### src/rtl/core/tlssni_pkg.sv
`timescale 1ns / 1ps
`default_nettype none
package tlssni_pkg;

  localparam int unsigned NameBufBytes = 256;
  localparam logic [11:0] NameBufLimit = 12'(NameBufBytes - 1);

  localparam logic [7:0] ContentHandshake = 8'h16;
  localparam logic [7:0] HsClientHello    = 8'h01;
  localparam logic [7:0] HsServerHello    = 8'h02;
  localparam logic [7:0] HsCertificate    = 8'h0b;
  localparam logic [15:0] RandomSkip      = 16'd34;
  localparam logic [15:0] OidPrefix       = 16'h5504;
  localparam logic [7:0] OidLast          = 8'h03;

  localparam logic [0:0] CfgMaxRecordLen = 1'b0;
  localparam logic [0:0] CfgMaxNameLen   = 1'b1;
  localparam logic [14:0] MaxRecordLenRst = 15'd4095;
  localparam logic [11:0] MaxNameLenRst   = 12'd255;

  localparam logic [1:0] StError      = 2'd0;
  localparam logic [1:0] StIncomplete = 2'd1;
  localparam logic [1:0] StNoName     = 2'd2;
  localparam logic [1:0] StNameFound  = 2'd3;

  // Hi phases are followed directly by their Lo phase (next code is one shift up)
  typedef enum logic [22:0] {
    PhHdr     = 23'h000001,
    PhHs      = 23'h000002,
    PhSkip    = 23'h000004,
    PhSidLen  = 23'h000008,
    PhCsHi    = 23'h000010,
    PhCsLo    = 23'h000020,
    PhCmLen   = 23'h000040,
    PhExtsHi  = 23'h000080,
    PhExtsLo  = 23'h000100,
    PhEtHi    = 23'h000200,
    PhEtLo    = 23'h000400,
    PhElHi    = 23'h000800,
    PhElLo    = 23'h001000,
    PhListHi  = 23'h002000,
    PhListLo  = 23'h004000,
    PhNtype   = 23'h008000,
    PhNlHi    = 23'h010000,
    PhNlLo    = 23'h020000,
    PhEmit    = 23'h040000,
    PhScan    = 23'h080000,
    PhCnTag   = 23'h100000,
    PhCnLen   = 23'h200000,
    PhDone    = 23'h400000
  } phase_e;

  typedef struct packed {
    logic [7:0] data_byte;
    logic       chunk_end;
    logic       flow_start;
  } in_item_t;

  typedef struct packed {
    logic [7:0] name_byte;
    logic       name_valid;
    logic       name_last;
    logic       status_valid;
    logic [1:0] parse_status;
  } out_item_t;

endpackage
`default_nettype wire

### src/rtl/core/tls_hello_sni_extractor_unit.sv
`timescale 1ns / 1ps
`default_nettype none
// Extracts the TLS SNI host name (ClientHello) or second certificate common
// name (ServerHello/Certificate) from a byte stream. One byte per cycle when
// not stalled; each request yields one result in the cycle after acceptance,
// set by one registered parse-state update. No clearing pass after reset.
module tls_hello_sni_extractor_unit (
  input  wire                     clk_i,
  input  wire                     rst_ni,
  input  wire                     in_valid_i,
  output logic                    in_stall_o,
  input  wire tlssni_pkg::in_item_t in_data_i,
  output logic                    out_valid_o,
  input  wire                     out_stall_i,
  output tlssni_pkg::out_item_t   out_data_o,
  input  wire                     cfg_we_i,
  input  wire  [0:0]              cfg_index_i,
  input  wire  [14:0]             cfg_data_i
);
  import tlssni_pkg::*;

  logic [14:0] max_rec_q;
  logic [11:0] max_name_q;
  phase_e      ph_q, ph_d;
  phase_e      tstep_q, tstep_d;
  logic [14:0] rlen_q, rlen_d, pos_q, pos_d, nstart_q, nstart_d;
  logic [15:0] skip_q, skip_d, l2_q, l2_d;
  logic [7:0]  hi_q, hi_d;
  logic [11:0] nlen_q, nlen_d;
  logic [1:0]  seen_q, seen_d;
  logic        emitted_q, emitted_d, err_q, err_d;
  out_item_t   res_d;
  logic        acc, out_free;

  assign out_free   = !out_valid_o || !out_stall_i;
  assign in_stall_o = !out_free;
  assign acc        = in_valid_i && out_free;

  always_ff @(posedge clk_i or negedge rst_ni) begin
    if (!rst_ni) begin
      max_rec_q  <= MaxRecordLenRst;
      max_name_q <= MaxNameLenRst;
    end else if (cfg_we_i) begin
      if (cfg_index_i == CfgMaxRecordLen) max_rec_q <= cfg_data_i;
      else max_name_q <= cfg_data_i[11:0];
    end
  end

  always_comb begin
    logic [7:0]  b;
    logic [15:0] w;
    logic [16:0] endp;
    logic [11:0] lim;
    logic [15:0] n;
    logic [1:0]  seen_n;
    logic        do_name, do_skip;
    logic [15:0] skn;
    phase_e      skto;
    logic [14:0] pos;
    b = in_data_i.data_byte;
    ph_d = ph_q; tstep_d = tstep_q; rlen_d = rlen_q; pos_d = pos_q;
    skip_d = skip_q; hi_d = hi_q; l2_d = l2_q; nstart_d = nstart_q;
    nlen_d = nlen_q; seen_d = seen_q; emitted_d = emitted_q; err_d = err_q;
    if (in_data_i.flow_start) begin
      ph_d = PhHdr; tstep_d = PhHdr; rlen_d = '0; pos_d = '0; skip_d = '0;
      hi_d = '0; l2_d = '0; nstart_d = '0; nlen_d = '0; seen_d = '0;
      emitted_d = 1'b0; err_d = 1'b0;
    end
    pos = pos_d;
    res_d = '0;
    res_d.status_valid = in_data_i.chunk_end;
    w = {hi_d, b};
    lim = (max_name_q > NameBufLimit) ? NameBufLimit : max_name_q;
    do_name = 1'b0; do_skip = 1'b0; n = '0; skn = '0; skto = PhHdr;
    seen_n = seen_d;
    endp = '0;
    if (!err_d && ph_d != PhDone) begin
      pos_d = pos_d + 15'd1;
      case (ph_d)
        PhHdr: begin
          if (pos == 15'd0 && b != ContentHandshake) begin
            err_d = 1'b1; ph_d = PhDone;
          end else if (pos == 15'd3) begin
            hi_d = b;
          end else if (pos >= 15'd4) begin
            if ({1'b0, w} + 17'd5 < 17'd9 || {1'b0, w} + 17'd5 > {2'b0, max_rec_q}) begin
              err_d = 1'b1; ph_d = PhDone;
            end else begin
              rlen_d = 15'(w + 16'd5); ph_d = PhHs;
            end
          end
        end
        PhHs: begin
          if (pos == 15'd5) begin
            if (b == HsClientHello) tstep_d = PhSidLen;
            else if (b == HsServerHello || b == HsCertificate) tstep_d = PhScan;
            else ph_d = PhDone;
          end else if (pos >= 15'd8) begin
            if (tstep_d == PhScan) begin
              l2_d = '0; ph_d = PhScan;
            end else begin
              do_skip = 1'b1; skn = RandomSkip; skto = PhSidLen;
            end
          end
        end
        PhSkip: begin
          skip_d = skip_q - 16'd1;
          if (skip_d == 16'd0) ph_d = tstep_q;
        end
        PhSidLen: begin do_skip = 1'b1; skn = {8'd0, b}; skto = PhCsHi; end
        PhCsHi, PhExtsHi, PhEtHi, PhElHi, PhListHi, PhNlHi: begin
          hi_d = b; ph_d = phase_e'(ph_q << 1);
        end
        PhCsLo: begin do_skip = 1'b1; skn = w; skto = PhCmLen; end
        PhCmLen: begin do_skip = 1'b1; skn = {8'd0, b}; skto = PhExtsHi; end
        PhExtsLo: begin
          endp = {2'b0, pos} + 17'd1 + {1'b0, w};
          if (endp > {2'b0, rlen_q}) begin err_d = 1'b1; ph_d = PhDone; end
          else if (w == 16'd0) ph_d = PhDone;
          else ph_d = PhEtHi;
        end
        PhEtLo: begin l2_d = w; ph_d = PhElHi; end
        PhElLo: begin
          if (l2_q == 16'd0) ph_d = PhListHi;
          else begin do_skip = 1'b1; skn = w; skto = PhEtHi; end
        end
        PhListLo: ph_d = PhNtype;
        PhNtype: ph_d = (b == 8'd0) ? PhNlHi : PhDone;
        PhNlLo: begin do_name = 1'b1; n = w; end
        PhEmit: begin
          res_d.name_byte = b; res_d.name_valid = 1'b1;
          if ({1'b0, pos - nstart_q} + 16'd1 >= {4'd0, nlen_q}) begin
            res_d.name_last = 1'b1; emitted_d = 1'b1; ph_d = PhDone;
          end
        end
        PhScan: begin
          if (l2_q == OidPrefix && b == OidLast) begin
            l2_d = '0; ph_d = PhCnTag;
          end else l2_d = {l2_q[7:0], b};
        end
        PhCnTag: ph_d = PhCnLen;
        PhCnLen: begin
          if (seen_q != 2'd3) seen_n = seen_q + 2'd1;
          seen_d = seen_n;
          if (seen_n == 2'd1) begin do_skip = 1'b1; skn = {8'd0, b}; skto = PhScan; end
          else begin do_name = 1'b1; n = {8'd0, b}; end
        end
        default: begin err_d = 1'b1; ph_d = PhDone; end
      endcase
      if (do_skip) begin
        tstep_d = skto; skip_d = skn;
        ph_d = (skn == 16'd0) ? skto : PhSkip;
      end
      if (do_name) begin
        endp = {2'b0, pos} + 17'd1 + {1'b0, n};
        if (n == 16'd0) ph_d = PhDone;
        else if (n > {4'd0, lim} || endp > {2'b0, rlen_q}) begin
          err_d = 1'b1; ph_d = PhDone;
        end else begin
          nlen_d = n[11:0]; nstart_d = pos + 15'd1; ph_d = PhEmit;
        end
      end
      if (!err_d && ph_d != PhHdr && ph_d != PhDone && pos_d >= rlen_d) ph_d = PhDone;
    end
    if (in_data_i.chunk_end) begin
      if (err_d) res_d.parse_status = StError;
      else if (ph_d == PhDone) res_d.parse_status = emitted_d ? StNameFound : StNoName;
      else res_d.parse_status = StIncomplete;
    end
  end

  always_ff @(posedge clk_i or negedge rst_ni) begin
    if (!rst_ni) begin
      ph_q <= PhHdr; tstep_q <= PhHdr; rlen_q <= '0; pos_q <= '0; skip_q <= '0;
      hi_q <= '0; l2_q <= '0; nstart_q <= '0; nlen_q <= '0; seen_q <= '0;
      emitted_q <= 1'b0; err_q <= 1'b0; out_valid_o <= 1'b0;
    end else begin
      if (out_free) out_valid_o <= in_valid_i;
      if (acc) begin
        ph_q <= ph_d; tstep_q <= tstep_d; rlen_q <= rlen_d; pos_q <= pos_d;
        skip_q <= skip_d; hi_q <= hi_d; l2_q <= l2_d; nstart_q <= nstart_d;
        nlen_q <= nlen_d; seen_q <= seen_d; emitted_q <= emitted_d; err_q <= err_d;
      end
    end
  end

  always_ff @(posedge clk_i) begin
    if (acc) out_data_o <= res_d;
  end

  a_err_done: assert property (@(posedge clk_i) disable iff (!rst_ni)
    err_q |-> ph_q == PhDone) else $error("error without done");
  a_last_valid: assert property (@(posedge clk_i) disable iff (!rst_ni)
    out_valid_o && out_data_o.name_last |-> out_data_o.name_valid)
    else $error("last without valid");
  a_emit_len: assert property (@(posedge clk_i) disable iff (!rst_ni)
    ph_q == PhEmit |-> nlen_q != 12'd0) else $error("zero name length");
endmodule
`default_nettype wire

### config.mk
export PLATFORM = sky130hd
export DESIGN_NAME = tls_hello_sni_extractor_unit
export DESIGN_NICKNAME = d
export VERILOG_FILES = /design/src/rtl/core/tlssni_pkg.sv /design/src/rtl/core/tls_hello_sni_extractor_unit.sv
export SDC_FILE = /design/constraint.sdc
export NUM_CORES = 1
export LEC_CHECK = 0
export BUFFER_PORTS_ARGS = -buffer_cell sky130_fd_sc_hd__clkbuf_2
export CORE_MARGIN = 4
export CORE_UTILIZATION = 45
export DETAILED_ROUTE_END_ITERATION = 7
export PLACE_DENSITY = 0.68
export SYNTH_ARGS = -nofsm -noshare
export SYNTH_HDL_FRONTEND = slang
export SYNTH_SLANG_ARGS = --single-unit
### constraint.sdc
create_clock -name clk_i -period 19.4 [get_ports clk_i]
set_input_delay 1.94 -clock clk_i [delete_from_list [all_inputs] [get_ports clk_i]]
set_output_delay 1.94 -clock clk_i [all_outputs]
set_load 0.005 [all_outputs]
# Yosys cells after proc, flatten, opt, wreduce, memory -nomap -nowiden
# Cells that the tools add are included.
# totals
wordCells	236
reg_bits	188
# classes
n_mux	122
reduce_logical	33
bitwise_logic	3
n_eq_ne	37
magnitude_cmp	10
add_sub_neg	10
# ops
op	count
23-bit 2-to-1 mux	32
23-bit case mux with 13 select lines	1
15-bit 2-to-1 mux	15
16-bit 2-to-1 mux	13
20-bit case mux with 6 select lines	1
16-bit zero test	5
16-bit case mux with 5 select lines	1
12-bit 2-to-1 mux	6
17-bit by 15-bit > comparator with 1-bit output	3
8-bit 2-to-1 mux	6
16-bit case mux with 3 select lines	1
23-bit by 20-bit equality test with 1-bit output, second input constant	2
23-bit != test, second input constant	2
16-bit by 16-bit adder with 17-bit output	2
15-bit by 1-bit adder with 16-bit output, second input constant	2
16-bit case mux with 2 select lines	1
1-bit 2-to-1 mux	26
23-bit by 1-bit equality test with 1-bit output, second input constant	1
23-bit by 10-bit equality test with 1-bit output, second input constant	1
23-bit by 11-bit equality test with 1-bit output, second input constant	1
23-bit by 12-bit equality test with 1-bit output, second input constant	1
23-bit by 13-bit equality test with 1-bit output, second input constant	1
23-bit by 14-bit equality test with 1-bit output, second input constant	1
23-bit by 15-bit equality test with 1-bit output, second input constant	1
other kinds (59)	89

# Depth between registers and ports, before layout
# logic_depth
word_depth	24
ltp_mapped	39
mapped_depth_nobuf	34

# Worst setup path after synthesis
# No wires, ideal clock.
# synth_timing
path_kind	input -> register
from	input port in_data_i[0] (netlist bit)
to	register ph_q[11]
t_arrival_ns	8.854
t_required_ns	19.279
path_stages	33
path_buffers	7
setup_slack_ns	10.425
cell_sequence	clkbuf_1 -> buf_2 -> buf_1 -> clkbuf_1 -> clkbuf_1 -> buf_1 -> nor2b_1 -> nand2_1 -> o21ai_0 -> ha_1 -> or4_1 -> or2_2 -> o221ai_1 -> nor2_1 -> a22o_1 -> a31oi_1 -> o21ai_1 -> xor2_1 -> ha_1 -> nand2_1 -> or4_1 -> o31a_1 -> o32ai_1 -> o2111ai_1 -> a311oi_1 -> o21ai_1 -> a211oi_1 -> o2111ai_1 -> a21o_1 -> a41oi_2 -> buf_4 -> nor2_1 -> a22o_1
# synth_between
elab_chain_cells	21
# synth_rtl
element	line_no	source
start, declared	tls_hello_sni_extractor_unit.sv:12	input wire tlssni_pkg::in_item_t in_data_i,
parallel branches: the longest is 20 deep, another holds 16-bit by 16-bit adder with 17-bit output	n/a	
23-bit 2-to-1 mux *	tls_hello_sni_extractor_unit.sv:77	if (!err_d && ph_d != PhDone) begin
end signal, assigned	tls_hello_sni_extractor_unit.sv:180	ph_q <= ph_d; tstep_q <= tstep_d; rlen_q <= rlen_d; pos_q <= pos_d;
end, declared	tls_hello_sni_extractor_unit.sv:24	phase_e ph_q, ph_d;
# Mark *: on every way between the ends. The select of a mux whose other input is x is not followed.
# A chain may end at the register's enable or synchronous reset.

# Worst setup path in the final report
# layout_timing
from	input port in_data_i[0] (netlist bit)
to	register nstart_q[6]
# layout_between
elab_chain_cells	15
# layout_rtl
element	line_no	source
2-bit 2-to-1 mux	tls_hello_sni_extractor_unit.sv:64	if (in_data_i.flow_start) begin
2-bit 2-to-1 mux	tls_hello_sni_extractor_unit.sv:143	if (seen_q != 2'd3) seen_n = seen_q + 2'd1;
2-bit 2-to-1 mux	tls_hello_sni_extractor_unit.sv:79	case (ph_d)
2-bit 2-to-1 mux	tls_hello_sni_extractor_unit.sv:77	
2-bit by 1-bit equality test with 1-bit output	tls_hello_sni_extractor_unit.sv:145	if (seen_n == 2'd1) begin do_skip = 1'b1; skn = {8'd0, b}; skto = PhScan; end
8-bit 2-to-1 mux	tls_hello_sni_extractor_unit.sv:145	
16-bit case mux with 2 select lines	tls_hello_sni_extractor_unit.sv:79	
16-bit 2-to-1 mux	tls_hello_sni_extractor_unit.sv:77	
16-bit by 16-bit adder with 17-bit output	tls_hello_sni_extractor_unit.sv:155	endp = {2'b0, pos} + 17'd1 + {1'b0, n};
17-bit by 15-bit > comparator with 1-bit output	tls_hello_sni_extractor_unit.sv:157	else if (n > {4'd0, lim} || endp > {2'b0, rlen_q}) begin
1-bit logical OR	tls_hello_sni_extractor_unit.sv:157	
15-bit 2-to-1 mux	tls_hello_sni_extractor_unit.sv:157	
15-bit 2-to-1 mux	tls_hello_sni_extractor_unit.sv:156	if (n == 16'd0) ph_d = PhDone;
15-bit 2-to-1 mux	tls_hello_sni_extractor_unit.sv:154	if (do_name) begin
15-bit 2-to-1 mux *	tls_hello_sni_extractor_unit.sv:77	
end signal, assigned	tls_hello_sni_extractor_unit.sv:181	skip_q <= skip_d; hi_q <= hi_d; l2_q <= l2_d; nstart_q <= nstart_d;
end, declared	tls_hello_sni_extractor_unit.sv:26	logic [14:0] rlen_q, rlen_d, pos_q, pos_d, nstart_q, nstart_d;
# Mark *: on every way between the ends. The rest lies on a longest branch, timed or not. The select of a mux whose other input is x is not followed.

==> results_dict.tcl <==
set metrics [dict create \
    post-dp-hpwl_um 42700 \
    r2r_cells 33 \
    dr.first_iter.drc_count 1708 \
    synth_common_cells "nand2_1 (225), o21ai_0 (168), dfrtp_1 (153), nor2_1 (135), ha_1 (132)" \
    drive_gt1_frac 0.0856 \
    cpMaxStageDelayCell "nand2_1" \
    synth_cell_types 89 \
    cpPeakStageDelay_ns 0.56 \
    clockBufferDepth 2 \
    core-area_mm2 0.0345 \
    ff2ff_setup_slack_ns 10.19 \
    fin_crit_sh 0.538 \
    maxSlewViolCount 0 \
    clkTransAtPathRegs_ns 0.07 \
    synth_top_family_by_area "simple AND/OR/NAND/NOR gates" \
    core.rowCount 68 \
    p_per_area_mw_per_mm2 76.3 \
    relSlewSlack 0.133 \
    synth_ff_type "dfrtp_1" \
    ys_seq_elements 188 \
    finalSetupViolCount 0 \
    root_buffer "clkbuf_16" \
    wire_per_inst_um 23.2 \
    num_io_pins 46 \
    setup_tns_ns 0 \
    tightest_slew_ns 1.29 \
    grt_pass1_wl_um 85100 \
    post-cts-setup-buffers 0 \
    syn_area_mm2 0.0158 \
    fmax_mhz 95.7 \
    synth_warnings 0 \
    numCtsBuffers 17 \
    drv_cap 0 \
    die_h_um 195 \
    vdd_ir_drop_max_uv 67.8 \
    pre_cts_ws_ns 8.82 \
    synthAdderAreaFrac 0.109 \
    totalPowerFinal_mw 1.30 \
    synth_compound_area_frac 0.215 \
    cp-end-kind "flop" \
    cts_sinks 188 \
    routed_wl_um 56100 \
    synth_edf_count 13 \
    port-buffer-count 45 \
    grt_max_degree 105 \
    yosysTopAreaCellShare 0.243 \
    synth_most_common_cell "nand2_1" \
    dr.pass1.iters 6 \
    clock_skew_ns 0.0200 \
    die-area_mm2 0.0381 \
    start_kind "input port" \
    synthXorXnorAreaFrac 0.0472 \
    cp.required_ns 19.74 \
    post_cts_resized 0 \
    synth.area.top_cells "dfrtp_1 (24%), ha_1 (10%), nand2_1 (5.4%)" \
    drc_errors 0 \
    reg2reg_from "ph_q[4]" \
    fin_crit_ns 10.45 \
    endpoint "nstart_q[6]" \
    r2r-end "nstart_q[6]" \
    crit_path_start "in_data_i[0]" \
    htreeDepth 4 \
    whs_ns 0.484 \
    fin_area_mm2 0.0170 \
    rsz0062_at_grt "false" \
    vias 15300 \
    async_flop_share 0.931 \
    via_per_inst 6.34 \
    globalRouteOverflowTotal 0 \
    grt_usage 0.286 \
    synth.avg_cell_area_um2 8.03 \
    initial_core_util 0.457 \
    synthSimpleGateAreaFrac 0.254 \
    hold_viol_final 0 \
    grt_pass1_vias 14300 \
    nFillCells 3391 \
    status "finished, final reports clean" \
    gp_congestion 1.04 \
    postPlaceCellArea_mm2 0.0164 \
    cellLeakagePower_nw 7.40 \
    area_growth_pct 7.56 \
    synth_mux_area_frac 0.0171 \
    path_class "input port to flop" \
    drtAntennaViolNets 0 \
    hp-class "flop to flop" \
    die_w_um 195 \
    cp.arrival_ns 10.79 \
    cp_max_fo 40 \
    insertion_delay_ns 0.47 \
    synthCells 1966 \
    antenna_found_initial 1 \
    cts-hold-fix-buffers 0 \
    nNetsFinal 2116 \
    cts_tree "built" \
    antenna_cells 0 \
    yosysSeqAreaShare 0.304 \
    yosysTopAreaCell "dfrtp_1" \
    setup_slack_ns 8.95 \
]
==> flip-flops by register name (all words and copies together) (netlist names), 13 cells and up <==
name / cells
max_rec_q: 15
nstart_q: 15
out_data_o: 13
rlen_q: 15
l2_q: 16
pos_q: 15
skip_q: 16
tstep_q: 23
ph_q: 23
==> layout make-up <==
type                    instances  area, um2  share of cell area
repair buffers                 62        362              0.0213
multi-input cells            1563      10200               0.600
flip-flops and latches        188       4800               0.283
inverters                     118        443              0.0261
well taps                     455        569              0.0335
clock buffers                  17        425              0.0251
clock inverters                15        190              0.0112
==> metal layers <==
layer  track usage  part of all wire
met1         0.386              0.42
met2         0.433              0.43
met3        0.0759             0.095
met4         0.127             0.051
met5             0           0.00023
==> worst max-delay path: cells and delay by family <==
family                     cells  cell delay [ns]
AOI/OAI and AO/OA             16             3.64
buffers and inverters          3             0.50
adders and majority gates      3             0.91
xor gates and xnor gates       1             0.17
and+or+nand+nor               11             3.58
==> cells by family after synthesis <==
family / count (synthesis)
mux: 25
simple gates: 774
flops: 188
xor+xnor: 85
other cells: 1
fa+ha+maj: 136
compound gates: 539
buf+inv: 218
==> how the worst min path moves through the flow <==
stage,from,end,slack (ns),cells past startpoint
2_1_floorplan,nlen_q[10],nlen_q[10],0.45,2
3_3_place_gp,nstart_q[9],nstart_q[9],0.46,2
3_5_place_dp,nstart_q[1],nstart_q[1],0.47,2
4_1_cts,rlen_q[2],rlen_q[2],0.49,2
5_1_grt,rlen_q[13],rlen_q[13],0.51,2
6_report,rlen_q[2],rlen_q[2],0.48,2
==> cells in the final DEF (no fill, tap or decap), types with 10 or more instances in the layout <==
cell	netlist	final
nand2_1	225	224
a22oi_1	12	12
nor2b_1	37	37
nand2b_1	22	22
nand3_1	39	39
mux2_2	16	16
and2_1	33	33
inv_1	116	116
ha_1	132	132
nor4_1	40	38
a21oi_1	127	127
buf_4	1	17
a22o_1	18	18
nor3_1	75	74
a31oi_1	18	18
o21a_1	19	19
dfrtp_1	153	153
and4_1	10	10
a211oi_1	20	20
o21ai_0	168	168
dfstp_2	22	22
a21o_1	25	25
clkbuf_16	0	17
xor2_1	26	26
clkbuf_2	0	43
o211ai_1	18	18
nand3b_1	13	13
nand4_1	43	43
edfxtp_1	13	13
or4_1	21	21
o31ai_1	29	29
xnor2_1	59	59
or2_2	13	13
or3_1	23	23
nor2_1	135	134
==> stage by stage <==
step / utilization / cells
floorplan: - / 1969
global placement: 0.473 / 2386
detailed placement: 0.473 / 2386
CTS: 0.491 / 2418
global route: 0.491 / 2418
finish: 0.491 / 2418
==> power breakdown <==
part           internal, mW  switching [mW]  leakage (nW)
Combinational         0.159           0.296          4.64
Sequential            0.426          0.0324          2.46
Clock                 0.206           0.176         0.301
Total                 0.790           0.505          7.40
(Power assumes the default switching activity.)
